**src/hw/rtl/bsat_pkg.sv**
```systemverilog
// ----------------------------------------------------------------------------
// bsat_pkg
// shared codes, point selectors and interpolation schedule of the split block
// ----------------------------------------------------------------------------
package bsat_pkg;

   // segment kind carried by each beat
   typedef enum logic {
      MODE_QUAD  = 1'b0,
      MODE_CUBIC = 1'b1
   } mode_type;

   // slots of the working point set
   typedef enum logic [3:0] {
      PT_P0,
      PT_P1,
      PT_P2,
      PT_P3,
      PT_AB,
      PT_BC,
      PT_CD,
      PT_ABC,
      PT_BCD,
      PT_ABCD
   } pt_sel_type;

   localparam int PT_COUNT     = 10;
   localparam int NUM_CTRL     = 4;
   localparam int LERP_LATENCY = 3;
   localparam int NUM_LEVELS   = 3;
   localparam int NUM_OPS      = 6;
   localparam int PIPE_DEPTH   = LERP_LATENCY * NUM_LEVELS;
   localparam int QUEUE_DEPTH  = 2;
   localparam int QPTR_W       = $clog2(QUEUE_DEPTH);

   localparam logic [2:0] LAST_IDX_QUAD  = 3'd4;
   localparam logic [2:0] LAST_IDX_CUBIC = 3'd6;

   typedef logic [1:0] level_type;

   // de casteljau schedule: y = lerp(a, b) at the given level
   localparam pt_sel_type OP_A [NUM_OPS] = '{PT_P0, PT_P1, PT_P2, PT_AB, PT_BC, PT_ABC};
   localparam pt_sel_type OP_B [NUM_OPS] = '{PT_P1, PT_P2, PT_P3, PT_BC, PT_CD, PT_BCD};
   localparam pt_sel_type OP_Y [NUM_OPS] = '{PT_AB, PT_BC, PT_CD, PT_ABC, PT_BCD, PT_ABCD};
   localparam level_type  OP_LEVEL [NUM_OPS] = '{2'd0, 2'd0, 2'd0, 2'd1, 2'd1, 2'd2};

   // queue occupancy seen by front and back
   typedef struct packed {
      logic not_empty;
      logic full;
   } q_status_type;

   // which working point goes out at a given position
   function automatic pt_sel_type point_sel(mode_type mode, logic [2:0] idx);
      pt_sel_type sel;
      unique case ({mode, idx})
         {MODE_QUAD, 3'd0}  : sel = PT_P0;
         {MODE_QUAD, 3'd1}  : sel = PT_AB;
         {MODE_QUAD, 3'd2}  : sel = PT_ABC;
         {MODE_QUAD, 3'd3}  : sel = PT_BC;
         {MODE_QUAD, 3'd4}  : sel = PT_P2;
         {MODE_CUBIC, 3'd0} : sel = PT_P0;
         {MODE_CUBIC, 3'd1} : sel = PT_AB;
         {MODE_CUBIC, 3'd2} : sel = PT_ABC;
         {MODE_CUBIC, 3'd3} : sel = PT_ABCD;
         {MODE_CUBIC, 3'd4} : sel = PT_BCD;
         {MODE_CUBIC, 3'd5} : sel = PT_CD;
         {MODE_CUBIC, 3'd6} : sel = PT_P3;
         default            : sel = PT_P0;
      endcase
      return sel;
   endfunction

   // position of the final point of a segment
   function automatic logic [2:0] last_idx(mode_type mode);
      logic [2:0] idx;
      unique case (mode)
         MODE_QUAD  : idx = LAST_IDX_QUAD;
         MODE_CUBIC : idx = LAST_IDX_CUBIC;
         default    : idx = LAST_IDX_CUBIC;
      endcase
      return idx;
   endfunction

endpackage

```
**src/hw/rtl/bsat_front.sv**
```systemverilog
// ----------------------------------------------------------------------------
// bsat_front
// takes request beats, saturates the split parameter and feeds the queue
// ----------------------------------------------------------------------------
module bsat_front import bsat_pkg::*; #(
   parameter int COORD_WIDTH = 32,
   parameter int T_FRAC_BITS = 16,
   localparam int ITEM_W = 1 + (T_FRAC_BITS + 1) + 2 * NUM_CTRL * COORD_WIDTH
) (
   input  logic                          clock,
   input  logic                          reset,
   input  logic                          req_valid,
   output logic                          req_stall,
   input  logic                          req_mode,
   input  logic        [T_FRAC_BITS:0]   req_split_t,
   input  logic signed [COORD_WIDTH-1:0] req_p0_x,
   input  logic signed [COORD_WIDTH-1:0] req_p0_y,
   input  logic signed [COORD_WIDTH-1:0] req_p1_x,
   input  logic signed [COORD_WIDTH-1:0] req_p1_y,
   input  logic signed [COORD_WIDTH-1:0] req_p2_x,
   input  logic signed [COORD_WIDTH-1:0] req_p2_y,
   input  logic signed [COORD_WIDTH-1:0] req_p3_x,
   input  logic signed [COORD_WIDTH-1:0] req_p3_y,
   input  q_status_type                  q_status,
   output logic                          push,
   output logic [ITEM_W-1:0]             push_data
);

   localparam logic [T_FRAC_BITS:0] T_ONE = {1'b1, {T_FRAC_BITS{1'b0}}};

   logic                  accept;
   logic [T_FRAC_BITS:0]  t_cls;
   mode_type              mode_cls;
   logic [ITEM_W-1:0]     item_ff, item_in;
   logic                  valid_ff, valid_in;

   // split parameter above one saturates to exactly one
   assign t_cls    = (req_split_t[T_FRAC_BITS] && (|req_split_t[T_FRAC_BITS-1:0]))
                     ? T_ONE : req_split_t;
   assign mode_cls = mode_type'(req_mode);

   assign item_in = {mode_cls, t_cls,
                     req_p3_y, req_p2_y, req_p1_y, req_p0_y,
                     req_p3_x, req_p2_x, req_p1_x, req_p0_x};

   // holding register drains into the queue
   assign push      = valid_ff && !q_status.full;
   assign req_stall = valid_ff && q_status.full;
   assign accept    = req_valid && !req_stall;
   assign push_data = item_ff;

   always_comb begin
      valid_in = valid_ff;
      if (accept) begin
         valid_in = 1'b1;
      end else if (push) begin
         valid_in = 1'b0;
      end
   end

   always_ff @(posedge clock) begin
      if (reset) begin
         valid_ff <= 1'b0;
      end else begin
         valid_ff <= valid_in;
      end
   end

   always_ff @(posedge clock) begin
      if (accept) begin
         item_ff <= item_in;
      end
   end

endmodule

```
**config.mk**
```make
export PLATFORM = sky130hd
export DESIGN_NAME = bsat_front
export DESIGN_NICKNAME = d
export VERILOG_FILES = /design/src/hw/rtl/bsat_pkg.sv /design/src/hw/rtl/bsat_front.sv
export SDC_FILE = /design/constraint.sdc
export NUM_CORES = 1
export LEC_CHECK = 0
export BUFFER_PORTS_ARGS = -buffer_cell sky130_fd_sc_hd__buf_2
export CAP_MARGIN = 25
export CORE_AREA = 2 2 214 216
export CTS_CLUSTER_SIZE = 40
export DETAILED_ROUTE_END_ITERATION = 12
export DIE_AREA = 0 0 216 218
export GPL_TIMING_DRIVEN = 0
export PLACE_DENSITY = 0.51
export SLEW_MARGIN = 20
export SYNTH_ARGS = -nofsm -noshare
export SYNTH_HDL_FRONTEND = slang
export SYNTH_SLANG_ARGS = --single-unit
export TNS_END_PERCENT = 100
```
**constraint.sdc**
```tcl
create_clock -name clock -period 23.2 [get_ports clock]
set_clock_uncertainty 0.2 [all_clocks]
set_input_delay 2.32 -clock clock [delete_from_list [all_inputs] [get_ports clock]]
set_output_delay 2.32 -clock clock [all_outputs]
set_load 0.01 [all_outputs]
```
Word-level counts from Yosys, hierarchy flattened
Cells that the tools add are included.
Storage, ports and cells
  bits in registers: 275
  input bits: 279
  output and inout bits: 276
  word-level logic and storage cells: 13
Operators by class
  mux-type cells: 2
  reduce and logical (&&, ||, !) cells: 8
Operators with widths (count)
  $reduce_or 16->1: 1
  $logic_and 1x1->1: 4
  $logic_not 1->1: 2
  $mux 1: 2
  $reduce_bool 2->1: 1

Depth between registers and ports, before layout
  depth in word-level cells: 4
  depth in mapped cells: 3
  mapped depth without buffers: 3

Least setup slack after synthesis
OpenSTA, ideal clock, no wires.
  path kind: input port to flip-flop
  from: in q_status[0] in the netlist's numbering
  to: reg item_ff[0], in the netlist push_data[0] (enable)
  setup time: 0.945 ns
  arrival time: 14.563 ns
  required time: 22.055 ns
  path slack: 7.493 ns
  cell stages on the path: 2
  buffers on the path: 0
  cells stage by stage: and2_1 -> nor2b_1
Between the ends
  cells in the longest elaborated chain, start to end: 3
RTL lines
  start: declaration: RTL line bsat_front.sv:24  | input q_status_type q_status,
  $logic_and 1x1->1: RTL line bsat_front.sv:48  | assign req_stall = valid_ff && q_status.full;
  $logic_not 1->1: RTL line bsat_front.sv:49  | assign accept = req_valid && !req_stall;
  $logic_and 1x1->1: RTL line bsat_front.sv:49
  net accept: RTL line bsat_front.sv:31  | logic accept;
  end signal: assignment: RTL line bsat_front.sv:71  | item_ff <= item_in;
  end: declaration: RTL line bsat_front.sv:34  | logic [ITEM_W-1:0] item_ff, item_in;
The timed path passes the listed nets, and every way through them passes these cells.
A chain may end at the register's enable or synchronous reset.

Worst setup path after layout
  from: in q_status[0] in the netlist's numbering
  to: out req_stall
Between the ends
  cells in the longest elaborated chain, start to end: 1
RTL lines
  $logic_and 1x1->1: RTL line bsat_front.sv:48
  end: declaration: RTL line bsat_front.sv:13  | output logic req_stall,
No other way between the ends.

==> metrics.csv <==
metric,value,unit
Routed Antenna Nets,0,
Setup Total Neg Slack,0,ns
Fillers,4569,
post-route setup slack,17.90,ns
setup bufs post-CTS,0,
GRT Residual Overflow,0,
Worst-Skew Late Latency,0.55,ns
slowest cell delay on critical path,0.21,ns
cts bufs inserted,31,
First-pass DRT Iterations,4,
vias per inst,3.51,
slew of the pin with the lowest slew margin,0.483,ns
Critical Path Start,q_status[0],
RSZ-0062 raised after global routing,false,
initial DRC count,186,
Synthesized Nets,582,
Syn. warnings,0,
Hold WS,0.468,ns
final period utilization,22.9,%
Cell Rows,78,
die width,216,µm
worst r2r src,valid_ff,
post-CTS resize count,0,
maximum clock frequency,189,MHz
first-pass GRT wire length,33900,µm
Max Slew Vio Count,0,
final cell count without fillers,1526,
Syn-to-layout area delta,56.7,%
share of cells above drive strength 1,66.6,%
residual DRC count,0,
"Hold-fix buffers, CTS",0,
hpwl dp,19300,µm
VDD IR-drop max,0.0000546,V
Post-Syn Area,0.00848,mm²
"FF+latch count, synth",275,
Post-Syn Area per Cell,28.0,µm²
Layout Nets,1180,
Final Setup Violations,0,
share of the synthesized area in the top cell type,97.0,%
Vias,5360,
routability congestion estimate,0.756,
CORE AREA,0.0449,mm²
run status,"complete, no violations",
TritonCTS clock tree,done,
Die Area,0.0471,mm²
largest area contributor in the netlist,edfxtp_1,
design area,0.0133,mm²
synth top area cells,"edfxtp_1 (97%), nor2b_1 (1.3%), nor4_4 (0.50%)",
Max-slew headroom,67.7,%
dpl ws,17.89,ns
I/O Buffers,553,
Mapped Cells,303,
Static Leak,5.52,nW
Startpoint Class,input port,
initial core utilization,18.9,%
Critical-path top delay cell,and2_1,
overall power,1.16,mW
post-route minimum period,5.30,ns
maximum root-to-sink buffer count,3,
Ports,555,
worst hold path class,reg -> reg,
wire per inst,16.1,µm
Critical Path End Type,primary output,
largest net degree at the start of global routing,29,
Tot GR Track Use,9.61,%
CTS H-Tree Depth,1,
root buf cell,clkbuf_16,
CP Data Required Time,20.68,ns
dpl cells,1468,
CP max FO,3,
"Core Util, Final",29.6,%
initial antenna violation count,6,
CTS sink count,275,
vias in the first global route,5595,
Worst-path clk slew,0.06,ns
min-delay src,valid_ff,
Placed Area,0.0123,mm²
crit-path cells,"buf_2, and2_1, buf_2",
Routed Wire Length,24500,µm
post-synthesis sequential area ratio,97.3,%
max-cap violation count,0,
worst path arrival time,2.78,ns
Crit Path Class,in -> out,
power density cells,87.7,mW/mm²
count of cell types in the netlist,11,
Chip Height,218,µm
"most used cell, CP",buf_2,
"Hold Vio Cnt, Final",0,
## metal layers
layer | routed length, µm | share of wire, % | vias up | track usage, %
li1 | - | - | 2421 | -
met1 | 9160 | 37 | 2569 | 10.9
met2 | 11900 | 48 | 322 | 15.9
met5 | 38 | 0.16 | - | 0
met3 | 2770 | 11 | 42 | 4.27
met4 | 647 | 2.6 | 6 | 3.70
## worst max-delay path: cells and delay by family
kind | cells | cell delay (ns)
buffers and inverters | 2 | 0.25
AND/OR/NAND/NOR | 1 | 0.21
## power by group
group / switching, mW / internal [mW] / total, mW
Combinational: 0.0497 / 0.0415 / 0.0912
Sequential: 0.00708 / 0.582 / 0.589
Clock: 0.194 / 0.291 / 0.485
## placed cells by master, fill, tap and decap left out
master / count
bufinv_16: 4
inv_6: 2
clkbuf_16: 31
nor2b_1: 16
a41oi_4: 1
clkinv_1: 1
buf_2: 553
and2_1: 1
dfxtp_1: 1
nor2b_4: 1
clkbuf_1: 13
edfxtp_1: 274
buf_12: 7
clkinvlp_4: 3
nor4_2: 2
diode_2: 2
inv_1: 1
nor2_1: 2
nor4_4: 2
buf_16: 5
clkinv_2: 3
nor2b_2: 1
## layout make-up
cell class / instances / area [µm²] / area share (%)
sequential: 275 / 8250 / 62.1
timing repair buffer: 565 / 3050 / 22.9
clock buffer: 43 / 821 / 6.18
tap: 600 / 751 / 5.65
multi-input combinational: 26 / 231 / 1.74
clock inverter: 13 / 179 / 1.35
antenna: 2 / 5.00 / 0.0377
buffer: 1 / 3.75 / 0.0282
inverter: 1 / 3.75 / 0.0282
## registers in the layout, summed over array words and instances, names as in the netlist
register	cells
push_data	274
valid_ff	1
## synth_stat cells
library cell	count
a41oi_4	1
and2_1	1
clkbuf_1	1
dfxtp_1	1
edfxtp_1	274
inv_1	1
nor2_1	2
nor2b_1	17
nor2b_2	1
nor4_2	2
nor4_4	2
## kinds of logic (layout without fill, tap and decap cells)
kind of cell / count (synthesis) / count (layout) / share of synthesized area [%]
flops: 275 / 275 / 97.3
simple gates: 25 / 25 / 2.32
buf+inv: 2 / 623 / 0.0884
compound gates: 1 / 1 / 0.325
other cells: 0 / 2 / 0
## path summary, 6_finish.rpt
path | endpoint | slack [ns] | depth (start not counted)
worst min register to register | valid_ff | 0.47 | 3
worst max register to register | push_data[98] | 20.73 | 7
worst max-delay path | req_stall | 17.90 | 3
worst min-delay path | valid_ff | 0.47 | 3
No activity file was read; power rests on OpenSTA's default activity.
