File: config.mk
export PLATFORM = sky130hd
export DESIGN_NAME = bsat_queue
export DESIGN_NICKNAME = d
export VERILOG_FILES = /design/src/hw/rtl/bsat_pkg.sv /design/src/hw/rtl/bsat_queue.sv
export SDC_FILE = /design/constraint.sdc
export NUM_CORES = 1
export LEC_CHECK = 0
export ABC_CLOCK_PERIOD_IN_PS = 2000
export BUFFER_PORTS_ARGS = -buffer_cell sky130_fd_sc_hd__buf_2
export CAP_MARGIN = 10
export CORE_MARGIN = 5
export CORE_UTILIZATION = 45
export CTS_CLUSTER_SIZE = 25
export DETAILED_ROUTE_END_ITERATION = 6
export MAX_ROUTING_LAYER = met4
export PLACE_DENSITY = 0.7
export SLEW_MARGIN = 10
export SYNTH_ARGS = -nofsm -noshare
export SYNTH_HDL_FRONTEND = slang
export SYNTH_SLANG_ARGS = --single-unit
File: constraint.sdc
create_clock -name clock -period 2 [get_ports clock]
set_clock_uncertainty 0.15 [all_clocks]
set_input_delay 0.2 -clock clock [delete_from_list [all_inputs] [get_ports clock]]
set_output_delay 0.2 -clock clock [all_outputs]
set_load 0.02 [all_outputs]
File: src/hw/rtl/bsat_pkg.sv
// ----------------------------------------------------------------------------
// bsat_pkg
// shared codes, point selectors and interpolation schedule of the split block
// ----------------------------------------------------------------------------
package bsat_pkg;

   // segment kind carried by each beat
   typedef enum logic {
      MODE_QUAD  = 1'b0,
      MODE_CUBIC = 1'b1
   } mode_type;

   // slots of the working point set
   typedef enum logic [3:0] {
      PT_P0,
      PT_P1,
      PT_P2,
      PT_P3,
      PT_AB,
      PT_BC,
      PT_CD,
      PT_ABC,
      PT_BCD,
      PT_ABCD
   } pt_sel_type;

   localparam int PT_COUNT     = 10;
   localparam int NUM_CTRL     = 4;
   localparam int LERP_LATENCY = 3;
   localparam int NUM_LEVELS   = 3;
   localparam int NUM_OPS      = 6;
   localparam int PIPE_DEPTH   = LERP_LATENCY * NUM_LEVELS;
   localparam int QUEUE_DEPTH  = 2;
   localparam int QPTR_W       = $clog2(QUEUE_DEPTH);

   localparam logic [2:0] LAST_IDX_QUAD  = 3'd4;
   localparam logic [2:0] LAST_IDX_CUBIC = 3'd6;

   typedef logic [1:0] level_type;

   // de casteljau schedule: y = lerp(a, b) at the given level
   localparam pt_sel_type OP_A [NUM_OPS] = '{PT_P0, PT_P1, PT_P2, PT_AB, PT_BC, PT_ABC};
   localparam pt_sel_type OP_B [NUM_OPS] = '{PT_P1, PT_P2, PT_P3, PT_BC, PT_CD, PT_BCD};
   localparam pt_sel_type OP_Y [NUM_OPS] = '{PT_AB, PT_BC, PT_CD, PT_ABC, PT_BCD, PT_ABCD};
   localparam level_type  OP_LEVEL [NUM_OPS] = '{2'd0, 2'd0, 2'd0, 2'd1, 2'd1, 2'd2};

   // queue occupancy seen by front and back
   typedef struct packed {
      logic not_empty;
      logic full;
   } q_status_type;

   // which working point goes out at a given position
   function automatic pt_sel_type point_sel(mode_type mode, logic [2:0] idx);
      pt_sel_type sel;
      unique case ({mode, idx})
         {MODE_QUAD, 3'd0}  : sel = PT_P0;
         {MODE_QUAD, 3'd1}  : sel = PT_AB;
         {MODE_QUAD, 3'd2}  : sel = PT_ABC;
         {MODE_QUAD, 3'd3}  : sel = PT_BC;
         {MODE_QUAD, 3'd4}  : sel = PT_P2;
         {MODE_CUBIC, 3'd0} : sel = PT_P0;
         {MODE_CUBIC, 3'd1} : sel = PT_AB;
         {MODE_CUBIC, 3'd2} : sel = PT_ABC;
         {MODE_CUBIC, 3'd3} : sel = PT_ABCD;
         {MODE_CUBIC, 3'd4} : sel = PT_BCD;
         {MODE_CUBIC, 3'd5} : sel = PT_CD;
         {MODE_CUBIC, 3'd6} : sel = PT_P3;
         default            : sel = PT_P0;
      endcase
      return sel;
   endfunction

   // position of the final point of a segment
   function automatic logic [2:0] last_idx(mode_type mode);
      logic [2:0] idx;
      unique case (mode)
         MODE_QUAD  : idx = LAST_IDX_QUAD;
         MODE_CUBIC : idx = LAST_IDX_CUBIC;
         default    : idx = LAST_IDX_CUBIC;
      endcase
      return idx;
   endfunction

endpackage

File: src/hw/rtl/bsat_queue.sv
// ----------------------------------------------------------------------------
// bsat_queue
// short fifo between the accepting front and the computing back
// ----------------------------------------------------------------------------
module bsat_queue import bsat_pkg::*; #(
   parameter int DATA_W = 8
) (
   input  logic              clock,
   input  logic              reset,
   input  logic              push,
   input  logic [DATA_W-1:0] push_data,
   input  logic              pop,
   output logic [DATA_W-1:0] pop_data,
   output q_status_type      status
);

   logic [DATA_W-1:0] mem_ff [QUEUE_DEPTH];
   logic [QPTR_W-1:0] wr_ptr_ff, wr_ptr_in;
   logic [QPTR_W-1:0] rd_ptr_ff, rd_ptr_in;
   logic [QPTR_W:0]   count_ff, count_in;
   logic              do_push;
   logic              do_pop;

   // occupancy flags
   assign status.not_empty = (count_ff != '0);
   assign status.full      = (count_ff == (QPTR_W + 1)'(QUEUE_DEPTH));

   assign do_push = push && !status.full;
   assign do_pop  = pop && status.not_empty;

   assign pop_data = mem_ff[rd_ptr_ff];

   // pointer and count update
   always_comb begin
      wr_ptr_in = do_push ? wr_ptr_ff + 1'b1 : wr_ptr_ff;
      rd_ptr_in = do_pop ? rd_ptr_ff + 1'b1 : rd_ptr_ff;
      count_in  = count_ff;
      if (do_push && !do_pop) begin
         count_in = count_ff + 1'b1;
      end else if (do_pop && !do_push) begin
         count_in = count_ff - 1'b1;
      end
   end

   always_ff @(posedge clock) begin
      if (reset) begin
         wr_ptr_ff <= '0;
         rd_ptr_ff <= '0;
         count_ff  <= '0;
      end else begin
         wr_ptr_ff <= wr_ptr_in;
         rd_ptr_ff <= rd_ptr_in;
         count_ff  <= count_in;
      end
   end

   // entry storage
   always_ff @(posedge clock) begin
      if (do_push) begin
         mem_ff[wr_ptr_ff] <= push_data;
      end
   end

endmodule

==> Yosys cells after proc, flatten, opt, wreduce, memory -nomap -nowiden <==
Memories as Yosys holds them, arrays and structs flattened. A register that Yosys moved wholly into a read port is not among the register bits.
Cells that the tools add are included.
Widths: inputs -> output; s select.
{ "word_totals": {"memories": 1, "in_bits": 12, "out_inout_bits": 10, "word_cells": 24, "ff_bits": 4, "mem_bits_rw": 16} }
{ "mem_list": {"columns": ["memory", "words", "word_bits", "rd", "rd_clocked_by_memory_dff", "write_ports", "line", "source"], "rows": [
  ["mem_ff", 2, 8, 1, 1, 1, "bsat_queue.sv:17", "logic [DATA_W-1:0] mem_ff [QUEUE_DEPTH];"]
]} }
{ "op_classes": {"eq_ne": 1, "n_addsub": 4, "reduce_logical": 9, "n_mux": 6} }
{ "op_table": {"columns": ["cell", "n"], "rows": [
  ["$logic_and 1x1->1", 4],
  ["$mux 1", 4],
  ["$mux 2", 2],
  ["$reduce_bool 2->1", 2],
  ["$logic_not 1->1", 3],
  ["$add 1x1->1 const B", 2],
  ["$add 2x1->2 const B", 1],
  ["$eq 2x2->1 const B", 1],
  ["$sub 2x1->2 const B", 1]
]} }

==> Longest topological paths before layout <==
Gate-level depths: netlist of the first run.
{ "logic_depth": {"word_depth": 7, "mapped_depth": 6, "depth_no_buf": 6} }

==> Worst setup path before layout of the first run <==
Ideal clock, no wire load.
{ "synth_timing": {"path_kind": "reg2reg", "startpoint": "register count_ff[1]", "endpoint": "register count_ff[1]", "path_slack_ns": 0.253, "arrival_time_ns": 1.527, "synth_period_minus_slack_ns": 1.747, "setup_time_ns": 0.070, "t_required_ns": 1.780, "n_path_buf": 0, "stages_incl_launch_ff": 6, "cell_sequence": "dfxtp_1 -> nor2b_2 -> nor2_1 -> ha_1 -> or3_1 -> a21oi_1"} }
{ "synth_lines": {"columns": ["item", "line", "source"], "rows": [
  ["start, declared", "bsat_queue.sv:20", "logic [QPTR_W:0] count_ff, count_in;"],
  ["start signal, assigned", "bsat_queue.sv:53", "count_ff <= count_in;"]
]} }

==> impl_metrics.toml, run 1 <==
[clock_tree]
clk_latency_ns = 0.29
htree_levels = 1
cts.sinks = 21
cts_hold_buf = 9
cts_tree = "yes"
ctsRootBufferMaster = "clkbuf_4"
cts_buffers = 3
cts.repair.resized = 0
clk_pin_slew_ns = 0.11
cts_buffer_depth = 2
post-cts-setup-buffers = 0

[worst_setup_path]
worstPathRequired_ns = 1.65
worst-path-max-fanout = 8
cp-start-kind = "flop"
critical_path.cell_chain = "mux2_2 > buf_2"
reg2reg_slack_ns = 0.28
r2r-start = "count_ff[1]"
critical-path-top-delay-family = "flip-flops"
critPathCapture = "pop_data[5]"
path_depth = 2
r2r_end = "count_ff[1]"
cp.arrival_ns = 1.39
worst-r2r-cell-count = 5
slowest_delay_ns = 0.55
critical-path-slowest-cell = "dfxtp_1"
crit_type = "flop to output port"
crit_path_end_kind = "output port"
crit_buf_inv = 1

[logic_synthesis]
ys_seq_elements = 21
synth.net_count = 63
synthCells = 50
synth_edf_count = 16
ys_async_sr_fraction_pct = 0
yosysMostFrequentCell = "edfxtp_1"
synth.top_cell.area_share_pct = 60.4
yosys_warnings = 0
syn_area_um2 = 796
synth_flop_cell = "edfxtp_1"
synth.yosys.seq_area_share_pct = 73.0
synth_top_cell_by_area = "edfxtp_1"
ys_types = 14
synth_common_cells = "edfxtp_1, mux2_2, dfxtp_1"
syn_area_per_cell_um2 = 15.9
synthTopCellsByArea = "edfxtp_1, dfxtp_1, mux2_2"

[sta]
finalHoldViolations = 0
rsz0062_at_grt = "false"
tns_ns = 0
worstMarginPinSlew_ns = 0.376
fin_crit_sh_pct = 87.1
setup_viol = 0
finalMaxSlewViolations = 0
min_period_ns = 1.74
slew_headroom_pct = 74.9
holdWs_ns = 0.142
clock.fmax_ghz = 0.574

[detailed_routing]
drc = 0
ant_nets = 0
num_vias = 494
routedWlPerCell_um = 11.9
first_pass_iters = 4
drt_iter0_markers = 9
post_drt_via_cell_ratio = 4.57
drt-total-wl_mm = 1.28

[power]
power_density_nw_per_um2 = 1170
p_leak_uw = 0.000422
ir_drop_mv = 0.574

[global_route]
antenna_found_initial = 0
grt_max_degree = 13
grt-ovfl-total = 0
grt_pass1_wl_mm = 2.15
grt_pass1_vias = 506
gr-usage-all-layers_pct = 11.3

[flow_run]
maxCapViolCount = 0

[floorplanning]
initial_core_util_pct = 46.6
die-area_um2 = 2710
fp-row-count = 15
fp.coreArea_um2 = 1710
die_x_um = 52.1
ioPinCount = 22
die_y_um = 52.1

[layout]
drive_gt1_share_pct = 42.2
syn_to_final_growth_pct = 31.3
multi_input_area_um2 = 203
diodes = 0
nNetsFinal = 97
regArea_um2 = 581
fillers = 144

[outcome]
status = "finished, final reports clean"

[placed_design]
portBuffers = 21
globalplace.congestion = 0.688

[min_path]
hold_class = "input pin to flop"
[layout by cell type, fill, tap and decap left out]
cell type and n:
mux2_2 8, or3_1 2, and2_1 1, nor2_1 4
dfxtp_1 5, a21oi_1 2, or2_2 1, nor2b_2 1
xor2_1 3, dlygate4sd3_1 9, clkinv_2 1, o21ai_0 3
buf_2 21, edfxtp_1 16, ha_1 1, inv_1 2
clkbuf_4 3
[per-layer routing]
metal | global-route usage (%) | share of wire (%) | vias to the layer above
met5 | - | 0 | -
met4 | 3.93 | 0.94 | 0
met3 | 2.58 | 4.6 | 2
met2 | 18.6 | 48 | 17
met1 | 13.7 | 46 | 229
li1 | - | - | 246
[logic make-up (layout without fill, tap and decap cells)]
logic type / after synthesis / count (layout) / synth area share, %
buffers and inverters: 3 / 36 / 1.57
muxes: 8 / 8 / 11.3
xor gates and xnor gates: 3 / 3 / 3.30
and+or+nand+nor: 9 / 9 / 6.13
AOI/OAI and AO/OA: 5 / 5 / 3.14
DFF: 21 / 21 / 73.0
adders and majority gates: 1 / 1 / 1.57
[power by group]
| part | leakage (uW) | switching [uW] | internal [uW] | total [uW] |
|---|---|---|---|---|
| Clock | 0.0000177 | 117 | 74.3 | 192 |
| Combinational | 0.000214 | 232 | 189 | 421 |
| Sequential | 0.000191 | 56.1 | 557 | 613 |
[worst reg2reg max path, delay by kind of cell (launching register included)]
kind,cells,cell delay [ns]
flops,1,0.38
compound gates,1,0.14
simple gates,3,0.66
fa+ha+maj,1,0.33
[stage by stage]
step	power, uW	instances	instance area, um2	utilization [%]	setup WS [ns]
after global routing	1310	108	1040	61.2	0.130
after floorplan	914	50	796	-	0.253
after detailed placement	1030	95	927	54.3	0.306
after global placement	1020	95	927	54.3	0.361
after CTS	1240	108	1040	61.2	0.207
final	1220	108	1040	61.2	0.259
[area by class of cell]
type | count | share of cell area, %
Clock buffer | 3 | 2.16
Sequential cell | 21 | 55.6
Multi-Input combinational cell | 26 | 19.4
Timing Repair Buffer | 30 | 18.7
Clock inverter | 1 | 0.479
Tap cell | 25 | 2.99
Inverter | 2 | 0.719
[sequential cells by signal (all words and copies together), names as in the netlist, named ones only]
signal     cells
count_ff       2
mem_ff        16
rd_ptr_ff      1
wr_ptr_ff      1
[how the worst min path moves through the flow]
stage | cells after the start | slack, ns | endpoint | startpoint
after floorplan | 1 | 0.12 | count_ff[1] | reset
after global placement | 1 | 0.24 | mem_ff[0][1] | push_data[1]
after detailed placement | 1 | 0.24 | mem_ff[0][1] | push_data[1]
after CTS | 4 | 0.15 | wr_ptr_ff | push
after global routing | 4 | 0.20 | wr_ptr_ff | push
final | 4 | 0.14 | wr_ptr_ff | push
Note: power is estimated with default switching activity, not from simulation.
==> run 2: changes to the inputs <==
- CORE_MARGIN: 5 -> 2
==> impl_metrics.toml, run 2 (same netlist as run 1, synthesis figures left out) <==
[outcome]
status = "finished, final reports clean"

[layout]
nNetsFinal = 97
layout_commonest_cell = "buf_2"
largest_reg_flops = 16
drive_gt1_share_pct = 42.2
syn_to_final_growth_pct = 30.0
diodes = 0
reg_top3 = "mem_ff x16, count_ff x2"
top_register = "mem_ff"
layout_common_cells = "buf_2, edfxtp_1, dlygate4sd3_1"
final_util_pct = 61.3

[floorplanning]
fp.coreArea_um2 = 1690
fp-row-count = 15
die_x_um = 46.1
ioPinCount = 22
die-area_um2 = 2120
initial_core_util_pct = 47.1
die_y_um = 46.1

[power]
ir_drop_mv = 0.716
p_leak_uw = 0.000422
power_density_nw_per_um2 = 1180

[placed_design]
hpwl_um = 833
portBuffers = 21
globalplace.congestion = 0.750

[sta]
tns_ns = 0
min_period_ns = 1.76
slew_headroom_pct = 74.6
setup_viol = 0
clock.fmax_ghz = 0.570
rsz0062_at_grt = "false"
finalHoldViolations = 0
finalMaxSlewViolations = 0
worstMarginPinSlew_ns = 0.381
fin_crit_sh_pct = 87.8

[detailed_routing]
num_vias = 496
first_pass_iters = 4
drc = 0
post_drt_via_cell_ratio = 4.96
drt-total-wl_mm = 1.25
routedWlPerCell_um = 12.5
drt_iter0_markers = 9
ant_nets = 0

[worst_setup_path]
worst-path-max-fanout = 5
worst-r2r-cell-count = 5
worstPathRequired_ns = 2.08
r2r_end = "count_ff[1]"
r2r-start = "count_ff[1]"
reg2reg_slack_ns = 0.24
critPathCapture = "count_ff[1]"
cp-start-kind = "flop"
cp.arrival_ns = 1.84
crit_type = "flop to flop"
crit_path_end_kind = "flop"
crit_path_start = "count_ff[1]"

[global_route]
grt_max_degree = 13
antenna_found_initial = 0
gr-usage-all-layers_pct = 13.5
grt_pass1_vias = 433
grt-ovfl-total = 0
grt_pass1_wl_mm = 1.84

[clock_tree]
cts_buffers = 3
cts_tree = "yes"
cts.sinks = 21
post-cts-setup-buffers = 0
htree_levels = 1
clk_latency_ns = 0.29
cts_buffer_depth = 2
ctsRootBufferMaster = "clkbuf_4"
clk_pin_slew_ns = 0.11

[flow_run]
maxCapViolCount = 0

[min_path]
hold_class = "input pin to flop"
-- run 2: cell counts in the layout (fill, tap and decap cells not counted) --
No cell type changed its count.
-- run 2: timing repair --
item | 4_1_cts | 5_1_grt
hold buffers | 9 | 0
resized for setup | 0 | 0
endpoints found under the hold margin | 21 | 0
-- run 2: per-stage QoR --
stage	setup slack (ns)	area [um2]	std cells	hold slack (ns)	total power (uW)
final	0.245	1030	100	0.138	1230
after CTS	0.221	1030	100	0.130	1240
after global routing	0.138	1030	100	0.160	1300
after detailed placement	0.240	917	87	0.242	1030
after global placement	0.365	917	87	0.238	1020
after floorplan	0.253	796	50	0.119	914
-- run 2: critical path, stage by stage, from the launching register on --
cell and delay [ns]:
dfxtp_1 0.38, nor2b_2 0.21, nor2_1 0.08, ha_1 0.33
or3_1 0.37, a21oi_1 0.16
-- run 2: layer usage --
metal  routed length [um]  up-vias  track usage (%)
met3                   63        2             2.75
met4                   18        0             10.3
met5                    0        -                -
met1                  543      231             14.8
li1                     -      247                -
met2                  628       16             21.1
-- run 2: power by group --
group	switching [uW]	internal, uW
logic	231	189
clock network	120	74.4
registers	54.4	556
-- run 2: cell type report --
cell class                 count  area, um2
clock buffer                   3       22.5
clock inverter                 1       5.00
fill                         149        654
inverter                       2       7.51
multi-input combinational     26        203
sequential                    21        581
tap                           17       21.3
timing repair buffer          30        195
-- run 2: how the worst min path moves through the flow --
stage | from | to | slack, ns | depth (start not counted)
5_1_grt | push | wr_ptr_ff | 0.16 | 4
3_5_place_dp | push_data[7] | mem_ff[0][7] | 0.24 | 1
4_1_cts | push | wr_ptr_ff | 0.13 | 4
6_report | push | wr_ptr_ff | 0.14 | 4
3_3_place_gp | push_data[7] | mem_ff[0][7] | 0.24 | 1
2_1_floorplan | reset | count_ff[1] | 0.12 | 1
==> run 3: changes to the inputs <==
- CORE_ASPECT_RATIO: not set -> 0.8
- CORE_MARGIN: 2 -> 5
==> impl_metrics.toml, run 3 (same netlist as run 1, synthesis figures left out) <==
[outcome]
status = "finished, final reports clean"

[global_route]
grt_pass1_vias = 496
gr-usage-all-layers_pct = 10.8
antenna_found_initial = 0
grt_max_degree = 12
grt_pass1_wl_mm = 2.07
grt-ovfl-total = 0

[floorplanning]
die_y_um = 47.6
initial_core_util_pct = 48.0
fp.coreArea_um2 = 1660
die-area_um2 = 2710
fp-row-count = 13
die_x_um = 57.0
ioPinCount = 22

[layout]
syn_to_final_growth_pct = 30.7
nNetsFinal = 97
layout_commonest_cell = "buf_2"
design_area_um2 = 1040
largest_reg_flops = 16
layout_common_cells = "buf_2, edfxtp_1, dlygate4sd3_1"
drive_gt1_share_pct = 41.0
top_register = "mem_ff"
layout.cells.non_filler = 105
diodes = 0
reg_top3 = "mem_ff x16, count_ff x2"

[worst_setup_path]
worst-path-max-fanout = 8
cp-start-kind = "flop"
crit_path_end_kind = "output port"
crit_type = "flop to output port"
worstPathRequired_ns = 1.65
cp.arrival_ns = 1.38
worst-r2r-cell-count = 4

[placed_design]
dpl-instance-area_um2 = 923
hpwl_um = 879
portBuffers = 21
place_inst = 92
globalplace.congestion = 0.621

[sta]
rsz0062_at_grt = "false"
tns_ns = 0
finalHoldViolations = 0
worstMarginPinSlew_ns = 0.391
slew_headroom_pct = 73.9
min_period_ns = 1.73
finalMaxSlewViolations = 0
fin_crit_sh_pct = 86.3
setup_viol = 0
clock.fmax_ghz = 0.580

[power]
p_leak_uw = 0.000420
power_density_nw_per_um2 = 1170
ir_drop_mv = 0.776

[detailed_routing]
drc = 0
drt-total-wl_mm = 1.26
num_vias = 492
post_drt_via_cell_ratio = 4.69
routedWlPerCell_um = 12.0
first_pass_iters = 4
ant_nets = 0
drt_iter0_markers = 7

[clock_tree]
cts_tree = "yes"
ctsRootBufferMaster = "clkbuf_4"
cts_buffer_depth = 2
clk_pin_slew_ns = 0.10
cts.repair.resized = 0
cts.sinks = 21
htree_levels = 1
clk_latency_ns = 0.29
post-cts-setup-buffers = 0
cts_buffers = 3

[flow_run]
maxCapViolCount = 0

[min_path]
hold_class = "input pin to flop"
whs_path_depth = 4
## run 3: critical path, cell delays in order, from the launching register on
cell     delay (ns)
dfxtp_1        0.55
mux2_2         0.38
buf_2          0.16
## run 3: where the power goes
part | leakage [uW] | total (uW) | switching [uW] | internal (uW)
registers | 0.000191 | 612 | 55.6 | 557
logic | 0.000214 | 419 | 230 | 189
clock network | 0.0000150 | 188 | 110 | 77.5
total | 0.000420 | 1220 | 396 | 823
## run 3: repair_timing
item                                    4_1_cts  5_1_grt
hold endpoints to repair                     21        0
endpoints found under the setup margin        0        0
hold buffers                                  9        0
## run 3: path summary, 6_finish.rpt
| check | startpoint | to | slack (ns) |
|---|---|---|---|
| setup / recovery | flop | pop_data[2] | 0.27 |
| hold / removal | push | wr_ptr_ff | 0.13 |
| setup reg to reg | count_ff[0] | count_ff[1] | 0.29 |
| hold reg to reg | wr_ptr_ff | wr_ptr_ff | 0.35 |
## run 3: per-layer routing
metal	GRT usage [%]	vias to the layer above	wire [um]
li1	-	245	-
met1	10.5	228	507
met5	-	-	0
met3	4.85	2	93
met4	2.78	0	10
met2	20.3	17	644
## run 3: final cells by class
| class | count | area (um2) |
|---|---|---|
| Inverter | 2 | 7.51 |
| Multi-Input combinational cell | 26 | 203 |
| Fill cell | 149 | 619 |
| Clock buffer | 4 | 26.3 |
| Sequential cell | 21 | 581 |
| Tap cell | 22 | 27.5 |
| Timing Repair Buffer | 30 | 195 |
## run 3: stage by stage
stage / hold slack [ns] / setup WS, ns / total power [uW] / util (%)
2_1_floorplan: 0.119 / 0.253 / 914 / -
3_3_place_gp: 0.237 / 0.357 / 1020 / 55.7
3_5_place_dp: 0.241 / 0.315 / 1040 / 55.7
4_1_cts: 0.118 / 0.243 / 1240 / 62.7
5_1_grt: 0.125 / 0.147 / 1310 / 62.7
6_report: 0.134 / 0.275 / 1220 / 62.7
